### config.mk
export PLATFORM = sky130hd
export DESIGN_NAME = leb128_decoder_top
export DESIGN_NICKNAME = d
export VERILOG_FILES = /design/src/design/leb128_pkg.sv /design/src/design/leb_in_reg.sv /design/src/design/leb_core.sv /design/src/design/leb_out_reg.sv /design/src/design/leb128_decoder_top.sv
export VERILOG_INCLUDE_DIRS = /design/src /design/src/design
export SDC_FILE = /design/constraint.sdc
export NUM_CORES = 1
export LEC_CHECK = 0
export BUFFER_PORTS_ARGS = -buffer_cell sky130_fd_sc_hd__buf_2
export CELL_PAD_IN_SITES_DETAIL_PLACEMENT = 1
export CELL_PAD_IN_SITES_GLOBAL_PLACEMENT = 2
export CORE_ASPECT_RATIO = 1.1
export CORE_MARGIN = 8
export CORE_UTILIZATION = 44
export DETAILED_ROUTE_END_ITERATION = 10
export GPL_TIMING_DRIVEN = 0
export HOLD_SLACK_MARGIN = 0.02
export PLACE_DENSITY_LB_ADDON = 0.25
export SLEW_MARGIN = 20
export SYNTH_ARGS = -nofsm -noshare
export SYNTH_HDL_FRONTEND = slang
export SYNTH_HIERARCHICAL = 1
export SYNTH_SLANG_ARGS = --single-unit
### constraint.sdc
create_clock -name clk -period 13.6 [get_ports clk]
set_clock_uncertainty 0.15 [all_clocks]
set_input_delay 2.72 -clock clk [delete_from_list [all_inputs] [get_ports clk]]
set_output_delay 2.72 -clock clk [all_outputs]
set_load 0.02 [all_outputs]
### src/design/assert_macros.svh
// Assertion helpers used by the decoder core module.
// Every helper samples on the rising edge of clk and is switched off while arst_n is low.
`ifndef ASSERT_MACROS_SVH
`define ASSERT_MACROS_SVH

// A property that is checked at every rising clock edge.
`define ASSERT_CLK(lbl, prop, msg) \
	lbl: assert property (@(posedge clk) disable iff (!arst_n) (prop)) else $error(msg);

// An overlapping implication: the consequent must hold in the same cycle.
`define ASSERT_IMPL(lbl, ante, cons, msg) \
	`ASSERT_CLK(lbl, (ante) |-> (cons), msg)

// A non-overlapping implication: the consequent must hold in the cycle after.
`define ASSERT_NEXT(lbl, ante, cons, msg) \
	`ASSERT_CLK(lbl, (ante) |=> (cons), msg)

`endif

### src/design/leb128_pkg.sv
//------------------------------------------------------------------------------
// leb128_pkg
// Types, codes and constants shared by the LEB128 decoder modules.
//------------------------------------------------------------------------------
`timescale 1ns / 1ps
`default_nettype none

package leb128_pkg;

	// Encoding layout.
	localparam int GROUP_BITS = 7;
	localparam int NUM_GROUPS = 10;
	localparam int VALUE_BITS = 64;
	localparam int SPAN_BITS  = GROUP_BITS * NUM_GROUPS;
	localparam int CONT_POS   = 7;
	localparam int SIGN_POS   = 6;

	// Largest permitted width in bits.
	localparam logic [7:0] WIDTH_LIMIT = 8'd64;

	// Status codes of a result.
	localparam logic [1:0] ST_OK       = 2'd0;
	localparam logic [1:0] ST_BUFFER   = 2'd1;
	localparam logic [1:0] ST_WIDTH    = 2'd2;
	localparam logic [1:0] ST_BIGWIDTH = 2'd3;

	// One input transaction.
	typedef struct packed {
		logic [7:0] data_byte;
		logic       is_signed;
		logic [7:0] max_bits;
		logic       buffer_end;
	} in_item_t;

	// One result transaction.
	typedef struct packed {
		logic [63:0] decoded_value;
		logic [3:0]  byte_count;
		logic [1:0]  status;
	} out_item_t;

	// What one decode step hands to the result register.
	typedef struct packed {
		logic      emit;
		out_item_t item;
	} step_res_t;

endpackage

`default_nettype wire

### src/design/leb_in_reg.sv
//------------------------------------------------------------------------------
// leb_in_reg
// Input register: holds one accepted byte until the decode step takes it.
//------------------------------------------------------------------------------
`timescale 1ns / 1ps
`default_nettype none

module leb_in_reg (
	input  wire logic                 clk,
	input  wire logic                 arst_n,
	input  wire logic                 item_valid,
	output logic                      item_stall,
	input  wire leb128_pkg::in_item_t item,
	input  wire logic                 advance,
	output logic                      valid_s1,
	output leb128_pkg::in_item_t      item_s1
);

	logic take;

	// A held byte blocks the input only while the decode step cannot take it.
	assign item_stall = valid_s1 & ~advance;
	assign take       = item_valid & ~item_stall;

	// Valid flag of the stage.
	always_ff @(posedge clk or negedge arst_n) begin
		if (!arst_n) begin
			valid_s1 <= 1'b0;
		end else if (take) begin
			valid_s1 <= 1'b1;
		end else if (advance) begin
			valid_s1 <= 1'b0;
		end
	end

	// Payload of the stage.
	always_ff @(posedge clk) begin
		if (take) begin
			item_s1 <= item;
		end
	end

endmodule

`default_nettype wire

### src/design/leb_core.sv
//------------------------------------------------------------------------------
// leb_core
// Decode state and the combinational step that folds one byte into it.
//------------------------------------------------------------------------------
`timescale 1ns / 1ps
`default_nettype none
`include "assert_macros.svh"

module leb_core (
	input  wire logic                 clk,
	input  wire logic                 arst_n,
	input  wire logic                 advance,
	input  wire leb128_pkg::in_item_t item_s1,
	output leb128_pkg::step_res_t     step
);

	// Decode state.
	logic        busy_q;
	logic [6:0]  width_q;
	logic        signed_q;
	logic [63:0] acc_q;
	logic [3:0]  count_q;

	// Working values of the step.
	logic        first;
	logic        big_width;
	logic [6:0]  eff_width;
	logic        eff_signed;
	logic [63:0] eff_acc;
	logic [3:0]  eff_count;
	logic [6:0]  shift_amt;
	logic        width_bad;
	logic [6:0]  payload;
	logic        cont;
	logic [leb128_pkg::SPAN_BITS-1:0] place_w;
	logic [leb128_pkg::SPAN_BITS-1:0] fill_w;
	logic [63:0] acc_new;
	logic [63:0] final_value;
	logic        go_on;

	// The first byte of an encoding latches the mode and starts from a clear state.
	assign first      = ~busy_q;
	assign big_width  = first & (item_s1.max_bits > leb128_pkg::WIDTH_LIMIT);
	assign eff_width  = first ? item_s1.max_bits[6:0] : width_q;
	assign eff_signed = first ? item_s1.is_signed : signed_q;
	assign eff_acc    = first ? '0 : acc_q;
	assign eff_count  = first ? '0 : count_q;

	// The shift is seven times the number of bytes already used.
	assign shift_amt = {eff_count, 3'b000} - {3'b000, eff_count};

	// Width check before the byte is used; a shift past bit 63 always fails.
	assign width_bad = (eff_signed ? (shift_amt > eff_width) : (shift_amt >= eff_width))
		| shift_amt[6];

	assign payload = item_s1.data_byte[6:0];
	assign cont    = item_s1.data_byte[leb128_pkg::CONT_POS];

	// Place the payload in its group, and mark every group above it for sign fill.
	always_comb begin
		place_w = '0;
		fill_w  = '0;
		for (int g = 0; g < leb128_pkg::NUM_GROUPS; g++) begin
			place_w[g*leb128_pkg::GROUP_BITS +: leb128_pkg::GROUP_BITS] =
				(eff_count == 4'(g)) ? payload : '0;
			fill_w[g*leb128_pkg::GROUP_BITS +: leb128_pkg::GROUP_BITS] =
				(4'(g) > eff_count) ? '1 : '0;
		end
	end

	assign acc_new     = eff_acc | place_w[63:0];
	assign final_value = (eff_signed & item_s1.data_byte[leb128_pkg::SIGN_POS])
		? (acc_new | fill_w[63:0]) : acc_new;

	// Outcome of the step.
	always_comb begin
		step.emit               = 1'b1;
		step.item.decoded_value = '0;
		step.item.byte_count    = '0;
		step.item.status        = leb128_pkg::ST_OK;
		go_on                   = 1'b0;
		if (big_width) begin
			step.item.status = leb128_pkg::ST_BIGWIDTH;
		end else if (width_bad) begin
			step.item.status = leb128_pkg::ST_WIDTH;
		end else if (!cont) begin
			step.item.decoded_value = final_value;
			step.item.byte_count    = eff_count + 4'd1;
		end else if (item_s1.buffer_end) begin
			step.item.status = leb128_pkg::ST_BUFFER;
		end else begin
			step.emit = 1'b0;
			go_on     = 1'b1;
		end
	end

	// Control state: any result returns the decoder to idle.
	always_ff @(posedge clk or negedge arst_n) begin
		if (!arst_n) begin
			busy_q  <= 1'b0;
			count_q <= '0;
		end else if (advance) begin
			busy_q  <= go_on;
			count_q <= go_on ? (eff_count + 4'd1) : '0;
		end
	end

	// Data state of an encoding under way.
	always_ff @(posedge clk) begin
		if (advance && go_on) begin
			acc_q    <= acc_new;
			width_q  <= eff_width;
			signed_q <= eff_signed;
		end
	end

	`ASSERT_IMPL(a_err_zero, step.emit && (step.item.status != leb128_pkg::ST_OK), (step.item.decoded_value == 64'd0) && (step.item.byte_count == 4'd0), "Error result carries a value or count.")
	`ASSERT_IMPL(a_busy_count, busy_q, (count_q != 4'd0) && (count_q <= 4'd10), "Byte count out of range during an encoding.")
	`ASSERT_IMPL(a_idle_count, !busy_q, count_q == 4'd0, "Byte count not cleared while idle.")
	`ASSERT_NEXT(a_result_idle, advance && step.emit, !busy_q, "Decoder still busy after a result.")

endmodule

`default_nettype wire

### src/design/leb_out_reg.sv
//------------------------------------------------------------------------------
// leb_out_reg
// Result register: holds one result transaction until the consumer takes it.
//------------------------------------------------------------------------------
`timescale 1ns / 1ps
`default_nettype none

module leb_out_reg (
	input  wire logic                  clk,
	input  wire logic                  arst_n,
	input  wire logic                  advance,
	input  wire leb128_pkg::step_res_t step,
	output logic                       result_valid,
	input  wire logic                  result_stall,
	output leb128_pkg::out_item_t      result
);

	// Valid flag: loaded on a step, cleared once the result is taken.
	always_ff @(posedge clk or negedge arst_n) begin
		if (!arst_n) begin
			result_valid <= 1'b0;
		end else if (advance) begin
			result_valid <= step.emit;
		end else if (!result_stall) begin
			result_valid <= 1'b0;
		end
	end

	// Result payload.
	always_ff @(posedge clk) begin
		if (advance && step.emit) begin
			result <= step.item;
		end
	end

endmodule

`default_nettype wire

### src/design/leb128_decoder_top.sv
//------------------------------------------------------------------------------
// leb128_decoder_top
// LEB128 variable-length integer decoder, one encoded byte per transaction.
//------------------------------------------------------------------------------
// The decoder takes one byte per cycle while the receiver does not stall a held
// result: a byte passes through an input register, one decode step folds it
// into the accumulator and the result register holds the outcome, so a result
// is registered first in the input register and then in the result register.
// The sustained figure of one byte per cycle is set by the decode step, which
// places the seven payload bits at the current group, checks the width and
// updates the state. Only the final byte of an encoding, or a byte that ends it
// in error, gives a result; every result leaves the decoder ready for a new encoding.
`timescale 1ns / 1ps
`default_nettype none

module leb128_decoder_top (
	input  wire logic                 clk,
	input  wire logic                 arst_n,
	input  wire logic                 item_valid,
	output logic                      item_stall,
	input  wire leb128_pkg::in_item_t item,
	output logic                      result_valid,
	input  wire logic                 result_stall,
	output leb128_pkg::out_item_t     result
);

	logic                  valid_s1;
	leb128_pkg::in_item_t  item_s1;
	leb128_pkg::step_res_t step;
	logic                  advance;

	// The held byte is decoded when the result register is free or being emptied.
	assign advance = valid_s1 & (~result_valid | ~result_stall);

	leb_in_reg u_in_reg (
		.clk        (clk),
		.arst_n     (arst_n),
		.item_valid (item_valid),
		.item_stall (item_stall),
		.item       (item),
		.advance    (advance),
		.valid_s1   (valid_s1),
		.item_s1    (item_s1)
	);

	leb_core u_core (
		.clk     (clk),
		.arst_n  (arst_n),
		.advance (advance),
		.item_s1 (item_s1),
		.step    (step)
	);

	leb_out_reg u_out_reg (
		.clk          (clk),
		.arst_n       (arst_n),
		.advance      (advance),
		.step         (step),
		.result_valid (result_valid),
		.result_stall (result_stall),
		.result       (result)
	);

endmodule

`default_nettype wire

# Word-level counts from Yosys, hierarchy flattened
# Index checks and enable logic that the tools add are counted.
dict set report totals {
  register_bits 167
  latchBits 0
  mem_bits_rw 0
  mem_bits_ro 0
  word_cells 103
  memories 0
}
dict set report classes {
  n_addsub 2
  n_mul 0
  div_mod_pow 0
  magnitude_cmp 13
  n_eq_ne 10
  n_shift 0
  n_mux 43
  bitwise 14
  reduce_logical 6
}
# op n
set ops {}
lappend ops {{two-way mux 69 bit} 2}
lappend ops {{two-way mux 7 bit} 19}
lappend ops {{two-way mux 64 bit} 2}
lappend ops {{OR 64 bit} 2}
lappend ops {{two-way mux 68 bit} 1}
lappend ops {{two-way mux 1 bit} 17}
lappend ops {{equality test 4 x 3 -> 1 bit (second input constant)} 4}
lappend ops {{greater-than comparator 3 x 4 -> 1 bit (first input constant)} 4}
lappend ops {{equality test 4 x 2 -> 1 bit (second input constant)} 2}
lappend ops {{equality test 4 bit (second input constant)} 2}
lappend ops {{greater-than comparator 1 x 4 -> 1 bit (first input constant)} 2}
lappend ops {{greater-than comparator 2 x 4 -> 1 bit (first input constant)} 2}
lappend ops {{greater-than comparator 4 bit (first input constant)} 2}
lappend ops {{greater-than comparator 8 x 7 -> 1 bit (second input constant)} 1}
lappend ops {{two-way mux 4 bit} 2}
lappend ops {{greater-or-equal comparator 7 bit} 1}
lappend ops {{greater-than comparator 7 bit} 1}
lappend ops {{subtractor 7 x 4 -> 7 bit} 1}
lappend ops {{bitwise AND 1 bit} 5}
lappend ops {{NOT 1 bit} 5}
lappend ops {{adder 4 x 1 -> 4 bit (second input constant)} 1}
lappend ops {{equality test 4 x 1 -> 1 bit (second input constant)} 1}
lappend ops {{logical NOT 4 bit} 1}
lappend ops {{OR reduction 3 bit} 1}
lappend ops {{other kinds (5)} 7}

# Longest topological paths before layout
# Gate-level depths: netlist of run 1.
dict set report logic_depth {
  word_depth 10
  ltp_mapped 17
  ltp_nobuf 15
}

# Hierarchy
# The synthesis of run 1 kept the hierarchy.
# mod n_inst cells_each area_per_inst_um2 seq_area_each_um2
set modules_own_cells {}
lappend modules_own_cells {leb_core 1 401 4516.8 2287.2}
lappend modules_own_cells {leb_out_reg 1 74 2147.1 2127.0}
lappend modules_own_cells {leb_in_reg 1 23 598.1 565.5}
lappend modules_own_cells {leb128_decoder_top 1 1 11.3 0.0}

# Worst setup path after synthesis of run 1
# Ideal clock, no wire load.
dict set report synth_timing {
  path_kind {input to register}
  from {in result_stall}
  to {reg u_core.acc_q[0] (enable)}
  setup_ns 0.503
  arrival_time_ns 6.230
  required_ns 12.947
  setup_slack_ns 6.717
  cell_stages 3
  path_buffers 0
  path_cell_list {a21boi_2 > nand3b_1 > nor2_1}
}
dict set report synth_between {
  elab_chain_cells 4
}
# item line_no
set synth_lines {}
lappend synth_lines {{from (decl)} leb128_decoder_top.sv:23} ;# input wire logic result_stall,
lappend synth_lines {{NOT 1 bit} leb128_decoder_top.sv:33} ;# assign advance = valid_s1 & (~result_valid | ~result_stall);
lappend synth_lines {{OR 1 bit} leb128_decoder_top.sv:33}
lappend synth_lines {{bitwise AND 1 bit} leb128_decoder_top.sv:33}
lappend synth_lines {{logical AND 1 bit} leb_core.sv:110} ;# if (advance && go_on) begin
lappend synth_lines {{to (signal assigned)} leb_core.sv:111} ;# acc_q <= acc_new;
lappend synth_lines {{to (decl)} leb_core.sv:21} ;# logic [63:0] acc_q;
# Every way passes these cells.
# A chain may end at the register's enable or synchronous reset.

# Worst setup path after layout of run 1
dict set report layout_timing {
  from {in result_stall}
  to {out item_stall}
}
dict set report layout_between {
  elab_chain_cells 5
}
# item line_no
set layout_lines {}
lappend layout_lines {{NOT 1 bit} leb128_decoder_top.sv:33}
lappend layout_lines {{OR 1 bit} leb128_decoder_top.sv:33}
lappend layout_lines {{bitwise AND 1 bit} leb128_decoder_top.sv:33}
lappend layout_lines {{named net advance} leb128_decoder_top.sv:30} ;# logic advance;
lappend layout_lines {{NOT 1 bit} leb_in_reg.sv:22} ;# assign item_stall = valid_s1 & ~advance;
lappend layout_lines {{bitwise AND 1 bit} leb_in_reg.sv:22}
lappend layout_lines {{to (decl)} leb128_decoder_top.sv:20} ;# output logic item_stall,
# The timed path passes the listed nets, and every way through them passes these cells.

==> run_results.csv, run 1 <==
group,metric,value,unit
die,floorplan.die_area,0.0209,mm2
clocking,path_clk_slew,0.07,ns
global_route,grt_first_pass_wirelength,28800,um
route,final_ant_viol_nets,0,
route,met3WireLength,863,um
clocking,cts_sinks,167,
placed_design,place.detailed.instances,798,
clocking,post_cts_buffers,0,
synth,synth-seq-cells,167,
placed_design,hpwl,12600,um
placed_design,gp_routability_congestion,0.839,
route,drt_iter0_markers,375,
cells_and_area,finalNonFillerCells,830,
cells_and_area,antenna_cells_inserted,0,
route,route.top_layer_used,"met4",
synth,syn-cell-area,0.00727,mm2
timing,slew_violations,0,
timing,fmax,155,MHz
synth,synth-async-reset-ratio,4.19,%
placed_design,io_buffers,93,
timing,max-slew-margin-rel,34.2,%
timing,setup_repair_after_global_routing_missed_its_margin,"no",
run_status,run_status,"complete, no violations",
route,vias_per_cell,5.52,
clocking,cts_htree_levels,4,
route,remaining_drc_errors,0,
synth,postSynthAreaPerCell,14.6,um2
global_route,number_of_antenna_violations_at_the_first_check_in_global_routing,0,
setup_path,end_kind,"output pin",
synth,mapped_cells,499,
cells_and_area,final_common_cell,"sky130_fd_sc_hd__edfxtp_1",
clocking,post_cts_resize_count,0,
clocking,cts_max_path_buffers,2,
cells_and_area,layout.cells.most_common_list,"sky130_fd_sc_hd__edfxtp_1 (160), sky130_fd_sc_hd__buf_2 (97), sky130_fd_sc_hd__a22o_1 (48)",
die,floorplan.core_area,0.0162,mm2
setup_path,critical_path_class,"in -> out",
cells_and_area,finalNetCount,645,
setup_path,startpoint_type,"input pin",
power_and_ir_drop,finalPower,1.35,mW
route,routed-via-count,4584,
route,wl_per_cell,21.8,um
synth,sequential_cell_area_fraction_in_the_yosys_report,68.5,%
route,drt-total-wl,18100,um
timing,worstMarginPinSlew,0.979,ns
die,num_io_pins,94,
timing,finalSetupViolCount,0,
clocking,cts_hold_buffers,0,
setup_path,worst-path-max-fanout,9,
run,cap_viol_max_count,0,
synth,synth_top_flop_cell,"sky130_fd_sc_hd__edfxtp_1",
clocking,cts_tree,"built",
synth,yosysWarningCount,6,
cells_and_area,post_route_cells_drive_above_1_share,29.1,%
route,wl_met1,7660,um
die,initial_core_utilization,44.8,%
global_route,gr-total-overflow,0,
timing,period_needed,6.43,ns
timing,number_of_hold_violations_in_the_final_report,0,
timing,setup-tns-final,0,ns
timing,finalCritPeriodShare,47.3,%
setup_path,required,10.73,ns
min_path,hp-class,"reg -> reg",
cells_and_area,syn2layout_area_growth,18.2,%
power_and_ir_drop,leakagePower,3.32,nW
synth,edff_count_synth,160,
global_route,grt_util_all_layers,17.8,%
global_route,vias_in_the_first_global_route,5073,
die,die-width,139,um
route,met2_layer_wire_length_in_the_routed_design,9310,um
synth,syn-num-nets,531,
clocking,cts.root.buffer_cell,"sky130_fd_sc_hd__clkbuf_16",
synth,ys_types,56,
power_and_ir_drop,pwr_density_cell,158,mW/mm2
setup_path,crit_arrival,3.56,ns
route,drt_first_pass_iters,4,
global_route,grt_start_max_net_pins,72,
power_and_ir_drop,irDropWorstVdd,0.0815,mV
die,die_h,151,um
clocking,numCtsBuffers,17,
clocking,clk-insertion-delay-late,0.43,ns
die,number_of_placement_rows,49,
cells_and_area,layout.filler_cells,1620,
-- power breakdown --
| group | leakage (nW) | internal (mW) | switching [mW] |
|---|---|---|---|
| registers | 1.64 | 0.636 | 0.0158 |
| clock network | 0.262 | 0.252 | 0.205 |
| logic | 1.42 | 0.0765 | 0.168 |
| total | 3.32 | 0.965 | 0.389 |
-- metal layers --
metal,track usage [%],up-vias
met1,21.0,2334
met3,4.74,14
met5,0,-
met2,31.2,105
li1,-,2131
met4,5.82,0
-- state kept, by name (all words and copies together), names as in the netlist --
| name | flops |
|---|---|
| u_out_reg/result | 70 |
| u_core/acc_q | 64 |
| u_in_reg/item_s1 | 18 |
| u_core/width_q | 7 |
| u_core/count_q | 4 |
| u_core/busy_q | 1 |
| u_core/signed_q | 1 |
| u_in_reg/valid_s1 | 1 |
| u_out_reg/result_valid | 1 |
-- per-stage QoR --
stage               area, um2  hold WS (ns)  util, %  worst slack [ns]
floorplan                7270         0.358        -              6.72
global placement         7990         0.374     49.2              4.94
detailed placement       8040         0.386     49.5              7.16
CTS                      8600         0.408     52.9              7.16
global route             8600         0.435     52.9              7.11
finish                   8600         0.406     52.9              7.17
-- worst max-delay path: stages --
cell	delay [ns]
sky130_fd_sc_hd__buf_2	0.11
sky130_fd_sc_hd__a21boi_2	0.33
sky130_fd_sc_hd__nand2b_4	0.22
sky130_fd_sc_hd__inv_1	0.03
sky130_fd_sc_hd__buf_2	0.15
-- worst paths after layout --
path,from,end,slack (ns),cells past startpoint
max in group asynchronous,arst_n,u_core/count_q[2],11.17,1
hold reg to reg,u_in_reg/valid_s1,u_in_reg/valid_s1,0.41,2
hold / removal,u_in_reg/valid_s1,u_in_reg/valid_s1,0.41,2
setup reg to reg,u_core/busy_q,u_out_reg/result[3],8.39,15
setup / recovery,result_stall,item_stall,7.17,5
min in group asynchronous,arst_n,u_in_reg/valid_s1,1.97,1
-- synthesized netlist by cell type (all sizes together), types with 2 or more instances --
library cell	count	area, um2
edfxtp	160	4800
a22o	48	420
nor2	37	139
o21ba	35	357
a21oi	28	140
o21ai	24	124
clkbuf	19	73.8
inv	19	71.3
nor2b	16	100
buf	15	106
nand2	14	52.6
ha	10	125
mux2i	8	80.1
nor3	8	40.0
dfrtp	7	175
and2	5	36.3
nand2b	5	46.3
and2b	4	30.0
nand3	4	20.0
o32ai	4	35.0
a211oi	2	15.0
nor3b	2	25.0
o211ai	2	20.0
or2	2	15.0
xnor2	2	17.5
-- area by class of cell --
cell class	instances	area, um2	area share, %
multi-input cells	279	2050	23.8
clock inverters	15	129	1.50
repair buffers	95	505	5.88
well taps	204	255	2.97
plain buffers	34	180	2.10
inverters	19	71.3	0.830
clock buffers	17	425	4.95
flip-flops and latches	167	4980	57.9
-- cells by family (layout without fill, tap and decap cells) --
group,count (synthesis),after routing,synth area share (%)
XOR/XNOR,3,3,0.361
buffers and inverters,53,180,3.46
flip-flops,167,167,68.5
adder cells (fa/ha/maj),10,10,1.72
AND/OR/NAND/NOR,102,102,7.54
AO/OA/AOI/OAI,155,155,17.2
multiplexers,9,9,1.26
Power figures use the tool's default switching activity.
==> run 2: changes to the inputs <==
CORE_UTILIZATION = 41   (was 44)
clock period = 6.3 ns   (was 13.6 ns; I/O delays follow)
==> run 2 against run 1 <==
Effect of this change: critical path depth increased by 10; clock-buffer cell count increased by 1; global-route usage decreased by 0.44 points; combinational power increased by 120%; largest power group unchanged; critical path type is now reg -> reg; sequential share of layout area decreased by 0.54 points; total power increased by 120%; first-iteration DRC count decreased by 15%; die area increased by 6.5%; final area increased by 0.95%; wire length increased by 2.4%; clock power increased by 130%; final cell count increased by 4.1%.
==> run_results.csv, run 2 (same netlist as run 1, synthesis figures left out) <==
group,metric,value,unit
setup_path,r2r-start,"u_core/busy_q",
min_path,timing.hold.worst_endpoint,"u_core/acc_q[32]",
setup_path,worst-path-max-fanout,71,
setup_path,reg2reg_slack,1.05,ns
cells_and_area,seq_area,0.00498,mm2
run_status,run_status,"complete, no violations",
setup_path,crit_buf_inv,4,
timing,fmax,190,MHz
timing,setup_slack,1.05,ns
global_route,grt_first_pass_wirelength,29400,um
route,drt_first_pass_iters,4,
cells_and_area,largest_reg_flops,70,
min_path,holdPathStages,2,
die,floorplan.core_area,0.0175,mm2
global_route,grt_start_max_net_pins,72,
setup_path,r2r_end,"u_out_reg/result[20]",
cells_and_area,final_core_density,49.4,%
global_route,gr-total-overflow,0,
setup_path,crit_family,"simple AND/OR/NAND/NOR gates",
route,remaining_drc_errors,0,
cells_and_area,final_common_cell,"sky130_fd_sc_hd__edfxtp_1",
clocking,cts_hold_buffers,0,
setup_path,critical-path-max-stage-delay,0.72,ns
setup_path,startpoint_type,"flop",
cells_and_area,syn2layout_area_growth,19.3,%
timing,max-slew-margin-rel,29.8,%
clocking,numCtsBuffers,17,
placed_design,preCtsSetupSlack,1.07,ns
global_route,grt_util_all_layers,17.4,%
setup_path,crit_arrival,5.15,ns
clocking,cts_sinks,167,
power_and_ir_drop,finalPower,2.98,mW
global_route,vias_in_the_first_global_route,5101,
setup_path,end_kind,"flop",
route,wl_per_cell,21.4,um
cells_and_area,finalNetCount,645,
timing,setup-tns-final,0,ns
timing,number_of_hold_violations_in_the_final_report,0,
cells_and_area,layout.filler_cells,1773,
global_route,grt_most_used_layer,"met2",
clocking,clk-insertion-delay-late,0.43,ns
die,die-width,143,um
clocking,post_cts_buffers,0,
power_and_ir_drop,irDropWorstVdd,0.200,mV
clocking,cts_htree_levels,4,
cells_and_area,antenna_cells_inserted,0,
clocking,path_clk_slew,0.06,ns
die,number_of_placement_rows,51,
timing,holdWs,0.409,ns
die,floorplan.die_area,0.0223,mm2
min_path,hp-class,"reg -> reg",
setup_path,critical_path_class,"reg -> reg",
power_and_ir_drop,pwr_density_cell,344,mW/mm2
placed_design,gp_routability_congestion,0.849,
global_route,number_of_antenna_violations_at_the_first_check_in_global_routing,0,
placed_design,hpwl,12700,um
die,die_h,156,um
timing,finalSetupViolCount,0,
clocking,cts_max_path_buffers,2,
die,initial_core_utilization,41.4,%
timing,period_needed,5.25,ns
cells_and_area,post_route_cells_drive_above_1_share,28.6,%
cells_and_area,multi_input_area,0.00205,mm2
die,num_io_pins,94,
route,final_ant_viol_nets,0,
timing,finalCritPeriodShare,83.4,%
clocking,post_cts_resize_count,0,
setup_path,required,6.20,ns
min_path,hp-start,"u_core/acc_q[32]",
global_route,globalRouteMet2Util,30.3,%
run,cap_viol_max_count,0,
timing,setup_repair_after_global_routing_missed_its_margin,"no",
cells_and_area,layout.cells.most_common_list,"sky130_fd_sc_hd__edfxtp_1 (160), sky130_fd_sc_hd__buf_2 (97), sky130_fd_sc_hd__a22o_1 (48)",
route,drt-total-wl,18500,um
clocking,cts.root.buffer_cell,"sky130_fd_sc_hd__clkbuf_16",
timing,worstMarginPinSlew,1.05,ns
setup_path,critical_path.cell_chain,"buf_4, inv_1, clkbuf_1, nor2_1, ha_1, nand2b_4, a311oi_2, a21oi_1, inv_1, ha_1, nand4_1, o311a_1, o211ai_2, or3b_1, and2_4",
cells_and_area,top_flop_regs,"u_out_reg/result: 70 flops, u_core/acc_q: 64 flops, u_in_reg/item_s1: 18 flops",
route,vias_per_cell,5.33,
global_route,met3_grt_util,4.04,%
setup_path,cp_num_cells,15,
placed_design,io_buffers,93,
route,drt_iter0_markers,318,
power_and_ir_drop,leakagePower,3.34,nW
cells_and_area,registers.top_by_ff_count,"u_out_reg/result",
route,routed-via-count,4603,
setup_path,r2r.worst_path.cells,15,
timing,slew_violations,0,
clocking,cts_tree,"built",
global_route,gr-usage-met1,20.8,%
setup_path,critical_path.slowest_cell,"sky130_fd_sc_hd__and2_4",
run 2: cell count changes in the layout (fill, tap and decap cells not counted):
cell / previous run / this run
sky130_fd_sc_hd__buf_16: 0 / 1
sky130_fd_sc_hd__clkinv_1: 2 / 4
sky130_fd_sc_hd__inv_6: 2 / 1
sky130_fd_sc_hd__clkinvlp_4: 4 / 2
sky130_fd_sc_hd__buf_12: 2 / 1
sky130_fd_sc_hd__clkbuf_1: 17 / 18
sky130_fd_sc_hd__clkinv_2: 3 / 2
sky130_fd_sc_hd__bufinv_16: 1 / 3
sky130_fd_sc_hd__inv_8: 1 / 0
run 2: worst register-to-register path: cells and delay by family (launching register included):
kind                       cells  cell delay, ns
AOI/OAI and AO/OA              4            1.27
adders and majority gates      2            0.73
buffers and inverters          4            0.80
DFF                            1            0.41
and+or+nand+nor                5            1.40
run 2: per-layer routing:
metal	up-vias	wire length, um
met5	-	0
met4	0	233
met3	17	783
met2	100	9720
met1	2350	7770
li1	2136	-
run 2: power by group:
part           switching (mW)  internal, mW  leakage [nW]
Clock                   0.426         0.618         0.280
Combinational           0.368         0.166          1.42
Sequential             0.0337          1.37          1.64
Total                   0.828          2.16          3.34
run 2: worst max-delay path by stage:
stage                        startpoint              endpoint  slack [ns]
after CTS                 u_core/busy_q  u_out_reg/result[44]        1.01
after global routing      u_core/busy_q  u_out_reg/result[20]        0.71
final                     u_core/busy_q  u_out_reg/result[20]        1.05
after global placement    u_core/busy_q      u_core/acc_q[10]       -0.43
after floorplan           u_core/busy_q       u_core/acc_q[0]        0.99
after detailed placement  u_core/busy_q  u_out_reg/result[44]        1.07
run 2: stage by stage:
step                cells  instance area (um2)
global placement      830                 8040
finish                864                 8680
global route          864                 8680
CTS                   864                 8680
floorplan             499                 7280
detailed placement    832                 8090
run 2: cell type report:
cell class,instances,share of cell area (%)
well taps,238,3.43
clock buffers,18,4.95
multi-input cells,279,23.6
plain buffers,34,2.08
repair buffers,95,5.91
clock inverters,14,1.80
flip-flops and latches,167,57.4
inverters,19,0.822
==> run 3: changes to the inputs <==
ABC_AREA = 1   (was not set)
CORE_UTILIZATION = 38   (was 41)
clock period = 5.1 ns   (was 6.3 ns; I/O delays follow)
==> run 3 against run 2 <==
Effect of this change: worst hold slack got worse by 0.12 ns; flip-flop and latch count did not move; wire length is 7.6% lower; area after synthesis fell by 2.4%.
==> run_results.csv, run 3 <==
group,metric,value,unit
run_status,run_status,"complete, no violations",
power_and_ir_drop,irDropWorstVdd,0.208,mV
synth,ys_types,30,
die,die_h,159,um
cells_and_area,final_core_density,46.3,%
setup_path,critical-path-max-stage-delay,0.46,ns
global_route,vias_in_the_first_global_route,5183,
route,wl_per_cell,17.3,um
route,final_ant_viol_nets,0,
synth,simple_gate_share_of_the_synthesized_area,16.9,%
synth,largest_area_contributor_in_the_synthesized_netlist,"sky130_fd_sc_hd__edfxtp_1",
timing,max-slew-margin-rel,58.0,%
global_route,grt_first_pass_wirelength,27700,um
clocking,cts_sinks,167,
placed_design,io_buffers,93,
setup_path,r2r_end,"u_core/acc_q[29]",
die,floorplan.core_area,0.0183,mm2
cells_and_area,post_route_cells_drive_above_1_share,22.9,%
global_route,gr-total-overflow,0,
cells_and_area,top_flop_regs,"u_out_reg/result: 70 flops, u_core/acc_q: 64 flops, u_in_reg/item_s1: 18 flops",
power_and_ir_drop,leakagePower,3.35,nW
clocking,post_cts_resize_count,0,
timing,holdWs,0.287,ns
timing,fmax,235,MHz
setup_path,r2r.worst_path.cells,18,
placed_design,hpwl,12200,um
global_route,grt_start_max_net_pins,55,
synth,syn-cell-area,0.00710,mm2
clocking,clk-insertion-delay-late,0.42,ns
synth,synth_xor_xnor_area_share,0.247,%
timing,number_of_hold_violations_in_the_final_report,0,
cells_and_area,largest_reg_flops,70,
clocking,post_cts_buffers,0,
cells_and_area,finalNetCount,767,
synth,cell_with_the_most_instances_after_synthesis,"sky130_fd_sc_hd__edfxtp_1",
global_route,grt_util_all_layers,15.3,%
setup_path,end_kind,"flop",
setup_path,crit_arrival,4.19,ns
synth,commonest_cells_in_the_netlist,"sky130_fd_sc_hd__edfxtp_1 (160), sky130_fd_sc_hd__nand2_1 (113), sky130_fd_sc_hd__nor2_1 (109), sky130_fd_sc_hd__o21ai_0 (64), sky130_fd_sc_hd__inv_1 (55)",
setup_path,critical_path_class,"reg -> reg",
synth,synth-async-reset-ratio,4.19,%
clocking,cts_tree,"built",
synth,yosysWarningCount,6,
route,drt_first_pass_iters,4,
timing,finalCritPeriodShare,83.4,%
synth,sequential_cell_area_fraction_in_the_yosys_report,70.2,%
cells_and_area,syn2layout_area_growth,19.7,%
timing,finalSetupViolCount,0,
run,cap_viol_max_count,0,
timing,setup-tns-final,0,ns
timing,slew_violations,0,
cells_and_area,antenna_cells_inserted,0,
placed_design,gp_routability_congestion,0.824,
setup_path,reg2reg_slack,0.85,ns
cells_and_area,final_common_cell,"sky130_fd_sc_hd__edfxtp_1",
synth,muxShareOfSynthArea,0,%
setup_path,cp_common_cell,"sky130_fd_sc_hd__nand2_1",
global_route,number_of_antenna_violations_at_the_first_check_in_global_routing,0,
synth,synthAdderAreaFrac,1.76,%
die,floorplan.die_area,0.0233,mm2
clocking,path_clk_slew,0.06,ns
timing,worstMarginPinSlew,0.628,ns
die,initial_core_utilization,38.7,%
setup_path,startpoint_type,"flop",
synth,synth_top_area_share,67.7,%
synth,synth_top_flop_cell,"sky130_fd_sc_hd__edfxtp_1",
die,number_of_placement_rows,52,
die,die-width,146,um
setup_path,worst-path-max-fanout,54,
synth,synth_top_family_by_area,"simple AND/OR/NAND/NOR gates",
synth,syn-num-nets,653,
synth,netlist_top_cells_area,"sky130_fd_sc_hd__edfxtp_1 (68%), sky130_fd_sc_hd__nand2_1 (6.0%), sky130_fd_sc_hd__nor2_1 (5.8%)",
setup_path,critical_path.cell_chain,"buf_2, nand2_1, ha_1, nand3_1, nand4_1, nand2_1, inv_1, ha_1, nand2_1, inv_1, a21oi_1, nand3_1, nand2_1, nand3_1, nor2_2, nand2_1, inv_4, buf_16",
synth,synth-compound-area-share,6.79,%
route,drt_iter0_markers,209,
route,routed-via-count,4798,
timing,period_needed,4.25,ns
clocking,numCtsBuffers,17,
route,vias_per_cell,4.84,
cells_and_area,registers.top_by_ff_count,"u_out_reg/result",
route,drt-total-wl,17100,um
synth,mapped_cells,621,
cells_and_area,layout.cells.most_common_list,"sky130_fd_sc_hd__edfxtp_1 (160), sky130_fd_sc_hd__nand2_1 (113), sky130_fd_sc_hd__nor2_1 (109)",
timing,setup_slack,0.849,ns
synth,edff_count_synth,160,
cells_and_area,layout.filler_cells,2032,
clocking,cts_hold_buffers,0,
clocking,cts_max_path_buffers,2,
clocking,cts_htree_levels,4,
setup_path,required,5.04,ns
placed_design,preCtsSetupSlack,0.847,ns
route,remaining_drc_errors,0,
die,num_io_pins,94,
timing,setup_repair_after_global_routing_missed_its_margin,"no",
setup_path,r2r-start,"u_core/busy_q",
clocking,cts.root.buffer_cell,"sky130_fd_sc_hd__clkbuf_16",
min_path,hp-class,"in -> async",
synth,postSynthAreaPerCell,11.4,um2
power_and_ir_drop,pwr_density_cell,424,mW/mm2
synth,synth-seq-cells,167,
setup_path,critical_path.slowest_cell,"sky130_fd_sc_hd__dfrtp_1",
==> run 3: worst max-delay path by stage <==
stage	startpoint	to	slack [ns]	cells after the start
after global routing	u_core/busy_q	u_core/acc_q[29]	0.47	17
after floorplan	u_core/busy_q	u_core/acc_q[0]	0.63	18
after CTS	u_core/busy_q	u_core/acc_q[29]	0.81	18
after detailed placement	u_core/busy_q	u_core/acc_q[22]	0.85	18
after global placement	u_core/busy_q	u_core/acc_q[22]	-0.59	16
final	u_core/busy_q	u_core/acc_q[29]	0.85	18
==> run 3: cell families after synthesis <==
family,after synthesis
AOI/OAI and AO/OA,89
xor gates and xnor gates,2
adders and majority gates,10
and+or+nand+nor,280
DFF,167
buffers and inverters,73
==> run 3: final cells by class <==
class	instances	area, um2	area share, %
Tap cell	243	304	3.58
Buffer	15	76.3	0.899
Clock buffer	20	437	5.14
Multi-Input combinational cell	381	1830	21.5
Inverter	58	224	2.64
Clock inverter	12	129	1.52
Sequential cell	167	4980	58.7
Timing Repair Buffer	95	513	6.04
==> run 3: where the power goes <==
part	switching, mW	internal [mW]	leakage, nW
clock network	0.508	0.719	0.262
logic	0.470	0.168	1.45
registers	0.0387	1.69	1.64
total	1.02	2.58	3.35
==> run 3: through the flow <==
stage / std cells / instance area, um2 / total power, mW
2_1_floorplan: 621 / 7100 / 2.17
3_3_place_gp: 957 / 7870 / 2.39
3_5_place_dp: 959 / 7920 / 2.41
4_1_cts: 991 / 8480 / 3.65
5_1_grt: 991 / 8490 / 3.76
6_report: 991 / 8490 / 3.60
==> run 3: metal layers <==
layer | global-route usage [%] | vias to the layer above | share of wire, %
li1 | - | 2337 | -
met1 | 17.2 | 2351 | 41
met2 | 27.6 | 96 | 53
met3 | 3.47 | 14 | 4.5
met4 | 5.63 | 0 | 1.2
met5 | 0 | - | 0
==> run 3: worst max-delay path, delay by kind of cell, from the launching register on <==
family / cells / cell delay, ns
simple gates: 10 / 1.51
buf+inv: 5 / 0.99
fa+ha+maj: 2 / 0.59
flops: 1 / 0.46
compound gates: 1 / 0.15
